[src/rtl/wrsp_pkg.sv]
`timescale 1ns / 1ps
// ----------------------------------------------------------------------------
// wrsp_pkg
// Shared types and constants of the weighted random server picker.
// ----------------------------------------------------------------------------
package wrsp_pkg;
  localparam int MAX_ENTRIES = 16;
  localparam int GROUPS_PER_CLUSTER = 8;
  localparam int CLUSTERS = 4;
  localparam int SUM_SLOTS = CLUSTERS * GROUPS_PER_CLUSTER;
  localparam int EW = $clog2(MAX_ENTRIES);
  localparam int CW = $clog2(MAX_ENTRIES + 1);
  localparam int SW = (SUM_SLOTS > 1) ? $clog2(SUM_SLOTS) : 1;
  localparam int CLW = (CLUSTERS > 1) ? $clog2(CLUSTERS) : 1;
  localparam int IDXW = 4;

  typedef enum logic [1:0] {
    REQ_LOAD = 2'd0, REQ_PICK = 2'd1, REQ_RESET = 2'd2, REQ_MASTER = 2'd3
  } req_t;

  typedef enum logic [1:0] {
    ST_OK = 2'd0, ST_FULL = 2'd1, ST_RANGE = 2'd2, ST_NONE = 2'd3
  } status_t;

  typedef struct packed {
    logic [7:0] group;
    logic [7:0] cluster;
    logic [6:0] cs_w;
    logic [6:0] ms_w;
    logic       master;
  } entry_t;

  typedef struct packed {
    logic [15:0] weight_sum;
    logic [8:0]  master_cluster;
    logic [3:0]  entry_index;
    logic        found;
    logic [1:0]  status;
  } result_t;

  typedef struct packed {
    logic        start;
    logic [30:0] dividend;
    logic [15:0] divisor;
  } div_req_t;

  function automatic logic [15:0] sat_add(input logic [15:0] a, input logic [15:0] b);
    logic [16:0] s;
    s = {1'b0, a} + {1'b0, b};
    return s[16] ? 16'hFFFF : s[15:0];
  endfunction
endpackage

[src/rtl/wrsp_div.sv]
`timescale 1ns / 1ps
// ----------------------------------------------------------------------------
// wrsp_div
// Restoring remainder unit, one quotient bit per cycle.
// ----------------------------------------------------------------------------
module wrsp_div import wrsp_pkg::*; (
  input  logic        clk,
  input  logic        rst,
  input  div_req_t    req,
  output logic        done,
  output logic [15:0] rem
);
  logic [30:0] dvd;
  logic [15:0] dvs;
  logic [16:0] acc;
  logic [4:0]  cnt;
  logic        busy;
  logic [16:0] sh;

  assign sh  = {acc[15:0], dvd[30]};
  assign rem = acc[15:0];

  always_ff @(posedge clk) begin
    if (rst) begin
      busy <= 1'b0;
      done <= 1'b0;
    end else begin
      done <= 1'b0;
      if (req.start) begin
        busy <= 1'b1;
        cnt  <= 5'd0;
        acc  <= '0;
        dvd  <= req.dividend;
        dvs  <= req.divisor;
      end else if (busy) begin
        acc <= (sh >= {1'b0, dvs}) ? sh - {1'b0, dvs} : sh;
        dvd <= {dvd[29:0], 1'b0};
        cnt <= cnt + 5'd1;
        if (cnt == 5'd30) begin
          busy <= 1'b0;
          done <= 1'b1;
        end
      end
    end
  end
endmodule

[src/rtl/wrsp_ram.sv]
`timescale 1ns / 1ps
// ----------------------------------------------------------------------------
// wrsp_ram
// Generic single-write, single-read synchronous RAM.
// ----------------------------------------------------------------------------
module wrsp_ram #(
  parameter int WIDTH = 8,
  parameter int DEPTH = 16
) (
  input  logic                     clk,
  input  logic                     we,
  input  logic [$clog2(DEPTH)-1:0] waddr,
  input  logic [WIDTH-1:0]         wdata,
  input  logic [$clog2(DEPTH)-1:0] raddr,
  output logic [WIDTH-1:0]         rdata
);
  logic [WIDTH-1:0] mem [DEPTH];

  always_ff @(posedge clk) begin
    if (we) begin
      mem[waddr] <= wdata;
    end
    rdata <= mem[raddr];
  end
endmodule

[src/rtl/weighted_random_server_picker_core.sv]
`timescale 1ns / 1ps
// ----------------------------------------------------------------------------
// weighted_random_server_picker_core
// Server table with per cluster/group weight sums and weighted picking.
// ----------------------------------------------------------------------------
// One request is worked on at a time; its result beat waits in an output
// register, so the next request is taken while the receiver stalls. A load
// checks its bounds and the table fill, then writes the entry and adds its
// weights into both sum memories; a rejected load skips the write. A
// first-entry load first clears the sum memories one slot a cycle. A pick
// reads its sums for one cluster or for each cluster in turn, runs the
// bit-serial remainder unit and walks the table entry by entry, stopping at
// the first match; a zero sum skips the remainder and the walk. A master
// lookup walks the whole table, and a weight reset walks it too, with a
// further read and write for each entry of the group. After reset the sum
// memories are cleared before the first request is taken.
module weighted_random_server_picker_core import wrsp_pkg::*; (
  input  logic        clk,
  input  logic        rst,
  input  logic        s_tvalid,
  output logic        s_tready,
  // tdata: req_type, first_entry, group_id, cluster, server_kind, ms_weight,
  //        cs_weight, is_master, random_value, zero pad (bits 67..71)
  input  logic [71:0] s_tdata,
  output logic        m_tvalid,
  input  logic        m_tready,
  // tdata: status, found, entry_index, master_cluster, weight_sum
  output logic [31:0] m_tdata
);
  typedef enum logic [3:0] {
    S_CLEAR, S_IDLE, S_LD_RD, S_LD_WR, S_PK_RD, S_PK_ACC, S_PK_DIV,
    S_WK_RD, S_WK_CHK, S_RS_SUM, S_RS_WR, S_OUT
  } state_t;

  state_t state, state_next;

  logic [1:0]  req;
  logic        first_q, kind;
  logic [7:0]  grp;
  logic [8:0]  cl;
  logic [6:0]  msw, csw;
  logic        mst;
  logic [30:0] rnd;

  logic [CW-1:0] count;
  logic [CW-1:0] idx;
  logic [SW-1:0] clr_addr;
  logic [CLW:0]  cidx;
  logic [15:0]   wsum, rmod;
  logic [16:0]   total;
  result_t       res;
  result_t       out_data;
  logic          out_valid;

  logic          e_we;
  logic [EW-1:0] e_waddr, e_raddr;
  entry_t        e_wdata, e_rdata;
  logic          c_we, m_we;
  logic [SW-1:0] s_waddr, s_raddr;
  logic [15:0]   c_wdata, m_wdata, c_rdata, m_rdata;

  div_req_t    dreq;
  logic        ddone;
  logic [15:0] drem;

  wrsp_ram #(.WIDTH($bits(entry_t)), .DEPTH(MAX_ENTRIES)) u_entries (
    .clk(clk), .we(e_we), .waddr(e_waddr), .wdata(e_wdata),
    .raddr(e_raddr), .rdata(e_rdata));
  wrsp_ram #(.WIDTH(16), .DEPTH(SUM_SLOTS)) u_csums (
    .clk(clk), .we(c_we), .waddr(s_waddr), .wdata(c_wdata),
    .raddr(s_raddr), .rdata(c_rdata));
  wrsp_ram #(.WIDTH(16), .DEPTH(SUM_SLOTS)) u_msums (
    .clk(clk), .we(m_we), .waddr(s_waddr), .wdata(m_wdata),
    .raddr(s_raddr), .rdata(m_rdata));
  wrsp_div u_div (.clk(clk), .rst(rst), .req(dreq), .done(ddone), .rem(drem));

  logic grp_ok, cl_ok_ld, cl_ok_pk;
  logic [SW-1:0] slot_ld;
  logic [15:0] ksum;
  logic [15:0] wsum_acc;
  logic [6:0]  ew;
  logic        ematch;

  assign grp_ok   = grp < 8'(GROUPS_PER_CLUSTER);
  assign cl_ok_ld = !cl[8] && (cl < 9'(CLUSTERS));
  assign cl_ok_pk = cl_ok_ld || (cl == 9'h1FF);
  assign slot_ld  = SW'(cl * 9'(GROUPS_PER_CLUSTER) + 9'(grp));
  assign ksum     = kind ? m_rdata : c_rdata;
  assign wsum_acc = cl[8] ? sat_add(wsum, ksum) : ksum;
  assign ew       = kind ? e_rdata.ms_w : e_rdata.cs_w;
  assign ematch   = (e_rdata.group == grp) &&
                    (cl[8] || e_rdata.cluster == cl[7:0]);

  assign s_tready = (state == S_IDLE) && !first_q;
  assign m_tvalid = out_valid;
  assign m_tdata  = out_data;

  always_comb begin
    state_next = state;
    e_we = 1'b0; e_waddr = count[EW-1:0]; e_raddr = idx[EW-1:0];
    if (state == S_WK_CHK || state == S_RS_SUM || state == S_RS_WR)
      e_raddr = idx[EW-1:0] - EW'(1);
    e_wdata = '{group: grp, cluster: cl[7:0], cs_w: csw, ms_w: msw, master: mst};
    c_we = 1'b0; m_we = 1'b0; s_waddr = slot_ld; s_raddr = slot_ld;
    c_wdata = sat_add(c_rdata, {9'd0, csw});
    m_wdata = sat_add(m_rdata, {9'd0, msw});
    dreq = '{start: 1'b0, dividend: rnd, divisor: wsum};
    if (state == S_PK_RD || state == S_PK_ACC) begin
      s_raddr = SW'(cidx[CLW-1:0] * GROUPS_PER_CLUSTER + 32'(grp));
      if (!cl[8]) s_raddr = slot_ld;
    end
    if (state == S_RS_SUM || state == S_RS_WR) begin
      s_raddr = SW'(32'(e_rdata.cluster) * GROUPS_PER_CLUSTER + 32'(grp));
      s_waddr = s_raddr;
      c_wdata = sat_add(c_rdata, 16'd1);
      m_wdata = sat_add(m_rdata, 16'd1);
    end
    unique case (state)
      S_CLEAR: begin
        c_we = 1'b1; m_we = 1'b1; s_waddr = clr_addr;
        c_wdata = '0; m_wdata = '0;
        if (clr_addr == SW'(SUM_SLOTS - 1)) state_next = S_IDLE;
      end
      S_IDLE: begin
        if (s_tvalid && s_tready) begin
          if (s_tdata[1:0] == REQ_LOAD && s_tdata[2]) state_next = S_CLEAR;
          else if (s_tdata[1:0] == REQ_LOAD) state_next = S_LD_RD;
          else if (s_tdata[1:0] == REQ_PICK) state_next = S_PK_RD;
          else state_next = S_WK_RD;
        end else if (first_q) begin
          state_next = S_LD_RD;
        end
      end
      S_LD_RD: begin
        if (!grp_ok || !cl_ok_ld || count >= CW'(MAX_ENTRIES)) state_next = S_OUT;
        else state_next = S_LD_WR;
      end
      S_LD_WR: begin
        e_we = 1'b1; c_we = 1'b1; m_we = 1'b1;
        state_next = S_OUT;
      end
      S_PK_RD: begin
        if (!grp_ok || !cl_ok_pk) state_next = S_OUT;
        else state_next = S_PK_ACC;
      end
      S_PK_ACC: begin
        if (cl[8] && cidx != (CLW+1)'(CLUSTERS)) state_next = S_PK_ACC;
        else begin
          dreq.start = (wsum_acc != 16'd0);
          dreq.divisor = wsum_acc;
          state_next = (wsum_acc != 16'd0) ? S_PK_DIV : S_OUT;
        end
      end
      S_PK_DIV: if (ddone) state_next = S_WK_RD;
      S_WK_RD: begin
        if ((req == REQ_RESET || req == REQ_MASTER) && !grp_ok) state_next = S_OUT;
        else if (idx >= count) state_next = S_OUT;
        else state_next = S_WK_CHK;
      end
      S_WK_CHK: begin
        if (req == REQ_PICK && ematch && (17'(rmod) < total + 17'(ew)) && ew != 0)
          state_next = S_OUT;
        else if (req == REQ_RESET && e_rdata.group == grp) state_next = S_RS_SUM;
        else state_next = S_WK_RD;
      end
      S_RS_SUM: state_next = S_RS_WR;
      S_RS_WR: begin
        e_we = 1'b1; e_waddr = idx[EW-1:0] - EW'(1);
        e_wdata = e_rdata;
        if (kind) e_wdata.ms_w = 7'd1; else e_wdata.cs_w = 7'd1;
        c_we = !kind; m_we = kind;
        state_next = S_WK_RD;
      end
      S_OUT: begin
        if (!out_valid || m_tready) state_next = S_IDLE;
      end
      default: state_next = S_IDLE;
    endcase
  end

  always_ff @(posedge clk) begin
    if (rst) begin
      state <= S_CLEAR;
      clr_addr <= '0;
      count <= '0;
      out_valid <= 1'b0;
      first_q <= 1'b0;
    end else begin
      state <= state_next;
      if (state == S_OUT && (!out_valid || m_tready)) begin
        out_valid <= 1'b1;
        out_data <= res;
      end else if (out_valid && m_tready) begin
        out_valid <= 1'b0;
      end
      unique case (state)
        S_CLEAR: begin
          clr_addr <= clr_addr + SW'(1);
          count <= '0;
        end
        S_IDLE: begin
          if (s_tvalid && s_tready) begin
            {rnd, mst, csw, msw, kind, cl, grp} <= s_tdata[66:3];
            req <= s_tdata[1:0];
            first_q <= s_tdata[2] && s_tdata[1:0] == REQ_LOAD;
            clr_addr <= '0;
            idx <= '0; cidx <= '0; wsum <= '0; total <= '0;
            res <= '{status: ST_OK, found: 1'b0, entry_index: '0,
                     master_cluster: 9'h1FF, weight_sum: '0};
          end else begin
            first_q <= 1'b0;
          end
        end
        S_LD_RD: begin
          if (!grp_ok || !cl_ok_ld) res.status <= ST_RANGE;
          else if (count >= CW'(MAX_ENTRIES)) res.status <= ST_FULL;
        end
        S_LD_WR: count <= count + CW'(1);
        S_PK_RD: begin
          if (!grp_ok || !cl_ok_pk) res.status <= ST_RANGE;
          else res.status <= ST_NONE;
          cidx <= cidx + 1'b1;
        end
        S_PK_ACC: begin
          wsum <= wsum_acc;
          res.weight_sum <= wsum_acc;
          cidx <= cidx + 1'b1;
        end
        S_PK_DIV: rmod <= drem;
        S_WK_RD: begin
          if (req == REQ_RESET && !grp_ok) res.status <= ST_RANGE;
          if (req == REQ_MASTER && !grp_ok) res.status <= ST_RANGE;
          else if (req == REQ_MASTER && idx == '0 && !res.found) res.status <= ST_NONE;
          if (idx < count) idx <= idx + CW'(1);
        end
        S_WK_CHK: begin
          if (req == REQ_PICK && ematch) begin
            total <= total + 17'(ew);
            if ((17'(rmod) < total + 17'(ew)) && ew != 0) begin
              res.status <= ST_OK; res.found <= 1'b1;
              res.entry_index <= IDXW'(idx - CW'(1));
            end
          end
          if (req == REQ_MASTER && e_rdata.group == grp && e_rdata.master) begin
            res.status <= ST_OK; res.found <= 1'b1;
            res.master_cluster <= {1'b0, e_rdata.cluster};
          end
        end
        default: ;
      endcase
    end
  end
endmodule

[config.mk]
export PLATFORM = sky130hd
export DESIGN_NAME = weighted_random_server_picker_core
export DESIGN_NICKNAME = d
export VERILOG_FILES = /design/src/rtl/wrsp_pkg.sv /design/src/rtl/wrsp_div.sv /design/src/rtl/wrsp_ram.sv /design/src/rtl/weighted_random_server_picker_core.sv
export SDC_FILE = /design/constraint.sdc
export NUM_CORES = 2
export LEC_CHECK = 0
export BUFFER_PORTS_ARGS = -buffer_cell sky130_fd_sc_hd__buf_2
export CORE_AREA = 2 2 464 466
export CTS_CLUSTER_SIZE = 8
export DETAILED_ROUTE_END_ITERATION = 7
export DIE_AREA = 0 0 466 468
export GPL_TIMING_DRIVEN = 1
export PLACE_DENSITY_LB_ADDON = 0.25
export SYNTH_ARGS = -nofsm -noshare
export SYNTH_HDL_FRONTEND = slang
export SYNTH_SLANG_ARGS = --single-unit
[constraint.sdc]
create_clock -name clk -period 8.8 [get_ports clk]
set_input_delay 1.76 -clock clk [delete_from_list [all_inputs] [get_ports clk]]
set_output_delay 1.76 -clock clk [all_outputs]
set_load 0.05 [all_outputs]
## Word-level counts from Yosys, hierarchy flattened

Memory sizes are Yosys's and may differ from the RTL's. A register that Yosys moved wholly into a read port is not among the register bits.
Index checks and enable logic that the tools add are counted.

- $add $sub $neg: 17
- $lt $le $gt $ge: 7
- Equality and inequality tests: 34
- Multiplexer cells: 90
- Bitwise operators: 2
- Reductions and logical operators: 72

Operators with widths:

| kind | count |
|---|---|
| 16-bit two-way mux | 16 |
| 31-bit two-way mux | 3 |
| 16-bit one-hot mux with 2 select lines | 2 |
| 4-bit two-way mux | 13 |
| 4-bit one-hot mux with 12 select lines | 1 |
| 5-bit two-way mux | 8 |
| 7-bit two-way mux | 5 |
| 16-bit by 1-bit adder with 17-bit output (second input constant) | 2 |
| 16-bit by 7-bit adder with 17-bit output | 2 |
| 17-bit two-way mux | 2 |
| 17-bit one-hot mux with 2 select lines | 1 |
| 32-bit two-way mux | 1 |
| 5-bit one-hot mux with 2 select lines | 3 |
| 14-bit one-hot mux with 2 select lines | 1 |
| 5-bit by 1-bit adder with 5-bit output (second input constant) | 4 |
| 1-bit logical AND | 20 |
| 16-bit by 16-bit adder with 17-bit output | 1 |
| 17-bit by 7-bit adder with 17-bit output | 1 |
| 17-bit by 16-bit greater-or-equal comparator with 1-bit output | 1 |
| 16-bit by 17-bit less-than comparator with 1-bit output | 1 |
| 1-bit two-way mux | 17 |
| 4-bit by 3-bit equality test with 1-bit output (second input constant) | 4 |
| 4-bit equality test (second input constant) | 4 |
| 8-bit equality test | 2 |
| 44 further kinds | 107 |

- Register bits after elaboration: 273
- RAM bits: 1520
- Input bits: 76
- Output and inout port bits: 34
- Logic and storage cells: 259
- Memories: 3

Memories:

| name | depth | bits a word | rd ports | clocked after Yosys merged registers in | write ports | line | source |
|---|---|---|---|---|---|---|---|
| u_csums.mem | 32 | 16 | 1 | 1 | 1 | wrsp_ram.sv:17 | `logic [WIDTH-1:0] mem [DEPTH];` |
| u_msums.mem | 32 | 16 | 1 | 1 | 1 | wrsp_ram.sv:17 |  |
| u_entries.mem | 16 | 31 | 1 | 1 | 1 | wrsp_ram.sv:17 |  |

## Depth between registers and ports, before layout

- Word-level depth: 9
- Gate-level depth with buffers: 24
- Mapped depth without buffers: 21

## Modules after synthesis

Synthesis repeated with hierarchy kept, for this count alone.

- Cells, all modules: 4610
- Area total of the unflattened synthesis: 75807.7 µm²

Modules (own cells, without submodules):

| module | times used | cells an instance | area an instance (µm²) | sequential area each (µm²) |
|---|---|---|---|---|
| wrsp_ram at u_csums ... | 2 | 1143 | 20534.7 | 15695.1 |
| wrsp_ram at u_entries | 1 | 812 | 19248.5 | 15514.9 |
| weighted_random_server_picker_core | 1 | 1195 | 11657.4 | 5455.2 |
| wrsp_div | 1 | 317 | 3832.4 | 2082.0 |

## Least setup slack after synthesis

Ideal clock, no wire load.

- Path kind: flip-flop to flip-flop
- Start point: register kind
- End point: register u_div.acc[0], enable pin
- Library setup time: 0.479 ns
- Data arrival time: 6.120 ns
- Required time: 8.321 ns
- Setup slack: 2.201 ns
- Cell stages (with the launch flop): 14
- Path buffers: 2
- Cell sequence: edfxtp_1 buf_2 buf_1 mux2_2 ha_1 fa_1 a211oi_2 o21ai_0 a211oi_1 o221ai_1 and4bb_1 nand4_2 or2b_1 a21oi_1

- Cells in the longest elaborated chain, start to end: 9

RTL lines:

| what | line | source |
|---|---|---|
| from (decl) | weighted_random_server_picker_core.sv:38 | `logic first_q, kind;` |
| from (signal assigned) | weighted_random_server_picker_core.sv:203 | `{rnd, mst, csw, msw, kind, cl, grp} <= s_tdata[66:3];` |
| 16-bit two-way mux (*) | weighted_random_server_picker_core.sv:88 | `assign ksum = kind ? m_rdata : c_rdata;` |
| 16-bit by 16-bit adder with 17-bit output | wrsp_pkg.sv:49 | `s = {1'b0, a} + {1'b0, b};` |
| 16-bit two-way mux | wrsp_pkg.sv:50 | `return s[16] ? 16'hFFFF : s[15:0];` |
| 16-bit two-way mux (*) | weighted_random_server_picker_core.sv:89 | `assign wsum_acc = cl[8] ? sat_add(wsum, ksum) : ksum;` |
| 16-bit nonzero test (*) | weighted_random_server_picker_core.sv:149 | `dreq.start = (wsum_acc != 16'd0);` |
| 1-bit two-way mux (*) | weighted_random_server_picker_core.sv:147 | `if (cl[8] && cidx != (CLW+1)'(CLUSTERS)) state_next = S_PK_ACC;` |
| 1-bit two-way mux (*) | weighted_random_server_picker_core.sv:118 | `unique case (state)` |
| 2-bit nonzero test (no line) (*) | n/a |  |
| 2-bit AND reduction (no line) (*) | n/a |  |
| to (signal assigned) | wrsp_div.sv:36 | `acc <= (sh >= {1'b0, dvs}) ? sh - {1'b0, dvs} : sh;` |
| to (decl) | wrsp_div.sv:15 | `logic [16:0] acc;` |

Every way passes the cells marked *; elsewhere a longest branch is shown, timed or not.
A chain may end at the register's enable or synchronous reset.

## Worst setup path after layout

- Start point: register kind
- End point: register u_div.dvd[2], data pin

- Cells in the longest elaborated chain, start to end: 8

RTL lines:

| what | line | source |
|---|---|---|
| 16-bit two-way mux (*) | weighted_random_server_picker_core.sv:88 |  |
| 16-bit by 16-bit adder with 17-bit output | wrsp_pkg.sv:49 |  |
| 16-bit two-way mux | wrsp_pkg.sv:50 |  |
| 16-bit two-way mux (*) | weighted_random_server_picker_core.sv:89 |  |
| 16-bit nonzero test (*) | weighted_random_server_picker_core.sv:149 |  |
| 1-bit two-way mux (*) | weighted_random_server_picker_core.sv:147 |  |
| 1-bit two-way mux (*) | weighted_random_server_picker_core.sv:118 |  |
| 31-bit two-way mux (*) | wrsp_div.sv:29 | `if (req.start) begin` |
| to (signal assigned) | wrsp_div.sv:33 | `dvd <= req.dividend;` |
| to (signal assigned) | wrsp_div.sv:37 | `dvd <= {dvd[29:0], 1'b0};` |
| to (decl) | wrsp_div.sv:13 | `logic [30:0] dvd;` |

Marked as above.

==> key figures <==
Clock network
  – TritonCTS clock tree: done
  – Setup Buffers After CTS: 0
  – CTS Hold Bufs: 0
  – Clock transition at the registers of the reported paths: 0.05 ns
  – Post_cts resized: 0
  – Number of buffers created by CTS: 281
  – Clock buffer depth: 4
  – Root Driver: clkbuf_16
  – Clk Latency, worst-skew pair: 0.93 ns
  – Clk sinks: around 1.8k
  – CTS H-tree depth: 5

Timing
  – Worst-margin pin slew: ~1.3 ns
  – TNS Setup: 0 ns
  – Hold Fails Final Rpt: 0
  – Max-slew headroom: 0.109
  – Part of the cycle the worst path needs: 0.698
  – Max Slew Vio Count: 0
  – F_max: 0.163 GHz
  – Final Critical Period: 6.14 ns
  – Hold_ws: 0.407 ns
  – Skew final: 0.0834 ns
  – RSZ-0062 raised after global routing: false
  – Final setup violation count: 0

Placed design
  – GPL Wtd Cong: 0.804
  – Placed insts: 6717
  – IO buf count: ~100
  – DP Wirelength: 111000 um

Synthesis
  – Async SR Flop Fraction: 0
  – Syn Area/Cell: 19.6 um2
  – Register area share after synthesis: 0.732
  – Synth Warn #: 0
  – Top FF cell, synth: edfxtp_1
  – Post-Syn Area: 0.0743 mm2
  – Post-Syn Nets: 3962
  – Distinct cells, synth: 80
  – Number of enable flip-flop cells after synthesis: 1759
  – Seq cells post-synth: 1840
  – Cells after Synth: 3793

Setup path
  – Type of origin of the critical path: register
  – CP max stage cell: edfxtp_1
  – Worst EP required: about 9.4 ns
  – Crit Path Max Fanout: 22
  – Max stage delay on crit path: around 0.89 ns
  – Crit path DAT: 6.75 ns
  – CP Class: register to register
  – Setup crit end kind: register
  – Cell Chain, Critical Path: buf_4, mux2_2, ha_1, o211ai_1, o21ai_0, a211oi_1, o21ai_1, o22ai_1, and4bb_1, nand4_2, nor2b_4, buf_4, mux2_2

Detailed routing
  – WL final: 190000 um
  – DR WL/cell: ~27 um
  – Vias per cell: approximately 5.3
  – Drt pass-1 iters: 5
  – DRC viols: 0
  – DR iter-0 viols: around 3.5k
  – Detail Route Antenna Nets: 0
  – DR vias: 37.7k

Final layout
  – Final net count: 4331
  – Fin util: 0.409
  – Ratio of cells with drive above 1 in the final layout: 0.296
  – Area grow syn2layout: 17.3%
  – Fillers: between 15k and 20k
  – Final cell count without fillers: a little over 7k

Pwr
  – Max IR drop VDD: 189 uV
  – P_leak: ~0.028 uW
  – PwrDens: 220 mW/mm2

GRT
  – First-pass GRT wire length: 274000 um
  – Gr usage total: 0.173
  – Largest net degree at the start of global routing: around 140
  – Total grt overflow: 0
  – Antenna violations before repair: 10
  – Vias in the first global route: 38.4k

Floorplan
  – I/O pin total: 110
  – Core ar.: about 0.21 mm2
  – Die Y: 468 um
  – Initial core utilization: 0.348
  – Std-Cell Rows: 170
  – Full die area: around 0.22 mm2
  – Die width: 466 um

Outcome
  – Status: completed

Run
  – Max_cap viols: 0

Min path
  – Worst min path class: register to register
[sequential cells by signal, indices dropped and copies added, names as in the netlist, 8 cells and up]
register / flops
cl: 9
grp: 8
m_tdata: 32
res: 16
rmod: 16
rnd: 31
total: 17
u_csums.mem: 512
u_csums.rdata: 16
u_div.acc: 16
u_div.dvd: 31
u_div.dvs: 16
u_entries.mem: 496
u_entries.rdata: 31
u_msums.mem: 512
u_msums.rdata: 16
wsum: 16
[worst max-delay path, delay by kind of cell (launching register included)]
kind,cells,cell delay (ns)
compound gates,5,1.67
simple gates,3,1.17
flops,1,0.89
buf+inv,2,0.88
mux,2,0.81
fa+ha+maj,1,0.38
[layer usage]
| metal | part of all wire | GRT usage | routed length [um] | vias up |
|---|---|---|---|---|
| li1 | - | - | - | 16147 |
| met1 | 0.45 | 0.250 | 85600 | 20104 |
| met2 | 0.46 | 0.265 | 87700 | 1198 |
| met3 | 0.058 | 0.0316 | 11000 | 282 |
| met4 | 0.028 | 0.0564 | 5240 | 0 |
| met5 | 0 | 0 | 0 | - |
[synth_stat cells, types with 7 or more instances]
master,instances,area share
or2_2,14,0.0012
o21a_1,12,0.0012
nand3_1,46,0.0031
clkbuf_1,140,0.0071
o21ai_0,72,0.0048
nand4_1,18,0.0015
nand2_1,179,0.0090
a211oi_1,13,0.0013
mux4_2,475,0.14
a21oi_1,70,0.0047
mux2_2,58,0.0088
nor3_1,38,0.0026
o211ai_1,11,0.0011
mux2i_1,15,0.0020
ha_1,88,0.015
a21o_1,15,0.0015
a31oi_1,8,0.00067
xor2_1,40,0.0047
buf_1,10,0.00051
nor4_1,9,0.00076
xnor2_1,64,0.0075
inv_1,70,0.0035
nor2_1,252,0.013
nor2b_1,17,0.0014
nand2b_1,21,0.0018
edfxtp_1,1759,0.71
buf_2,15,0.0010
dfxtp_1,81,0.022
a221oi_1,19,0.0022
mux2_4,27,0.0055
nand3b_1,16,0.0016
nor3b_1,7,0.00071
[area by class of cell]
type	instances	area (um2)	area share
Clock buffer	376	7550	0.0866
Multi-Input combinational cell	1713	19500	0.224
Inverter	70	263	0.00301
Timing Repair Buffer	256	1750	0.0201
Sequential cell	1840	54400	0.625
Clock inverter	8	86.3	0.000991
Antenna cell	7	17.5	0.000201
Tap cell	2838	3550	0.0407
[layout by cell type, fill, tap and decap left out, types with 10 or more instances in the layout]
master / count
or2_2: 14
mux2_2: 58
a221oi_2: 15
nor2_2: 65
nand3b_1: 16
clkbuf_1: 87
a21o_1: 15
nor2b_1: 17
a211oi_1: 10
o21a_1: 11
mux2i_1: 15
o21ai_0: 70
nor2_4: 18
xor2_1: 38
o211ai_1: 11
nand2_1: 178
mux2_4: 27
nand4_1: 18
nand3_1: 46
nand2b_1: 21
ha_1: 88
clkbuf_16: 288
mux4_2: 475
dfxtp_1: 81
xnor2_1: 63
edfxtp_1: 1759
buf_4: 145
inv_1: 70
a21oi_1: 62
nor3_1: 33
nor2_1: 169
buf_2: 104
[path summary, 6_finish.rpt]
check,startpoint,end,slack [ns],cells past startpoint
worst min register to register,res[13],m_tdata[13],0.41,0
worst min-delay path,res[13],m_tdata[13],0.41,0
worst max-delay path,kind,u_div.dvd[2],2.66,13
worst max register to register,kind,u_div.dvd[2],2.66,13
[logic make-up (layout without fill, tap and decap cells)]
family,after synthesis,in the layout,share of synthesized area
muxes,576,576,0.160
DFF,1840,1840,0.732
adders and majority gates,93,93,0.0162
xor gates and xnor gates,105,105,0.0125
other,0,7,0
and+or+nand+nor,649,649,0.0398
buffers and inverters,240,710,0.0130
AOI/OAI and AO/OA,290,290,0.0258
[power breakdown]
part	switching [uW]	total, uW	internal, uW
Combinational	114	168	54.6
Clock	3550	9450	5890
Sequential	17.5	9560	9540
[through the flow]
stage | worst slack, ns | area [um2] | total power (uW)
after global placement | 2.70 | 79500 | 9880
after floorplan | 2.20 | 74300 | 9790
after global routing | 2.23 | 87200 | 19800
after CTS | 2.70 | 87100 | 19400
final | 2.66 | 87200 | 19200
after detailed placement | 2.68 | 79500 | 9890
No activity file was read; power rests on OpenSTA's default activity.
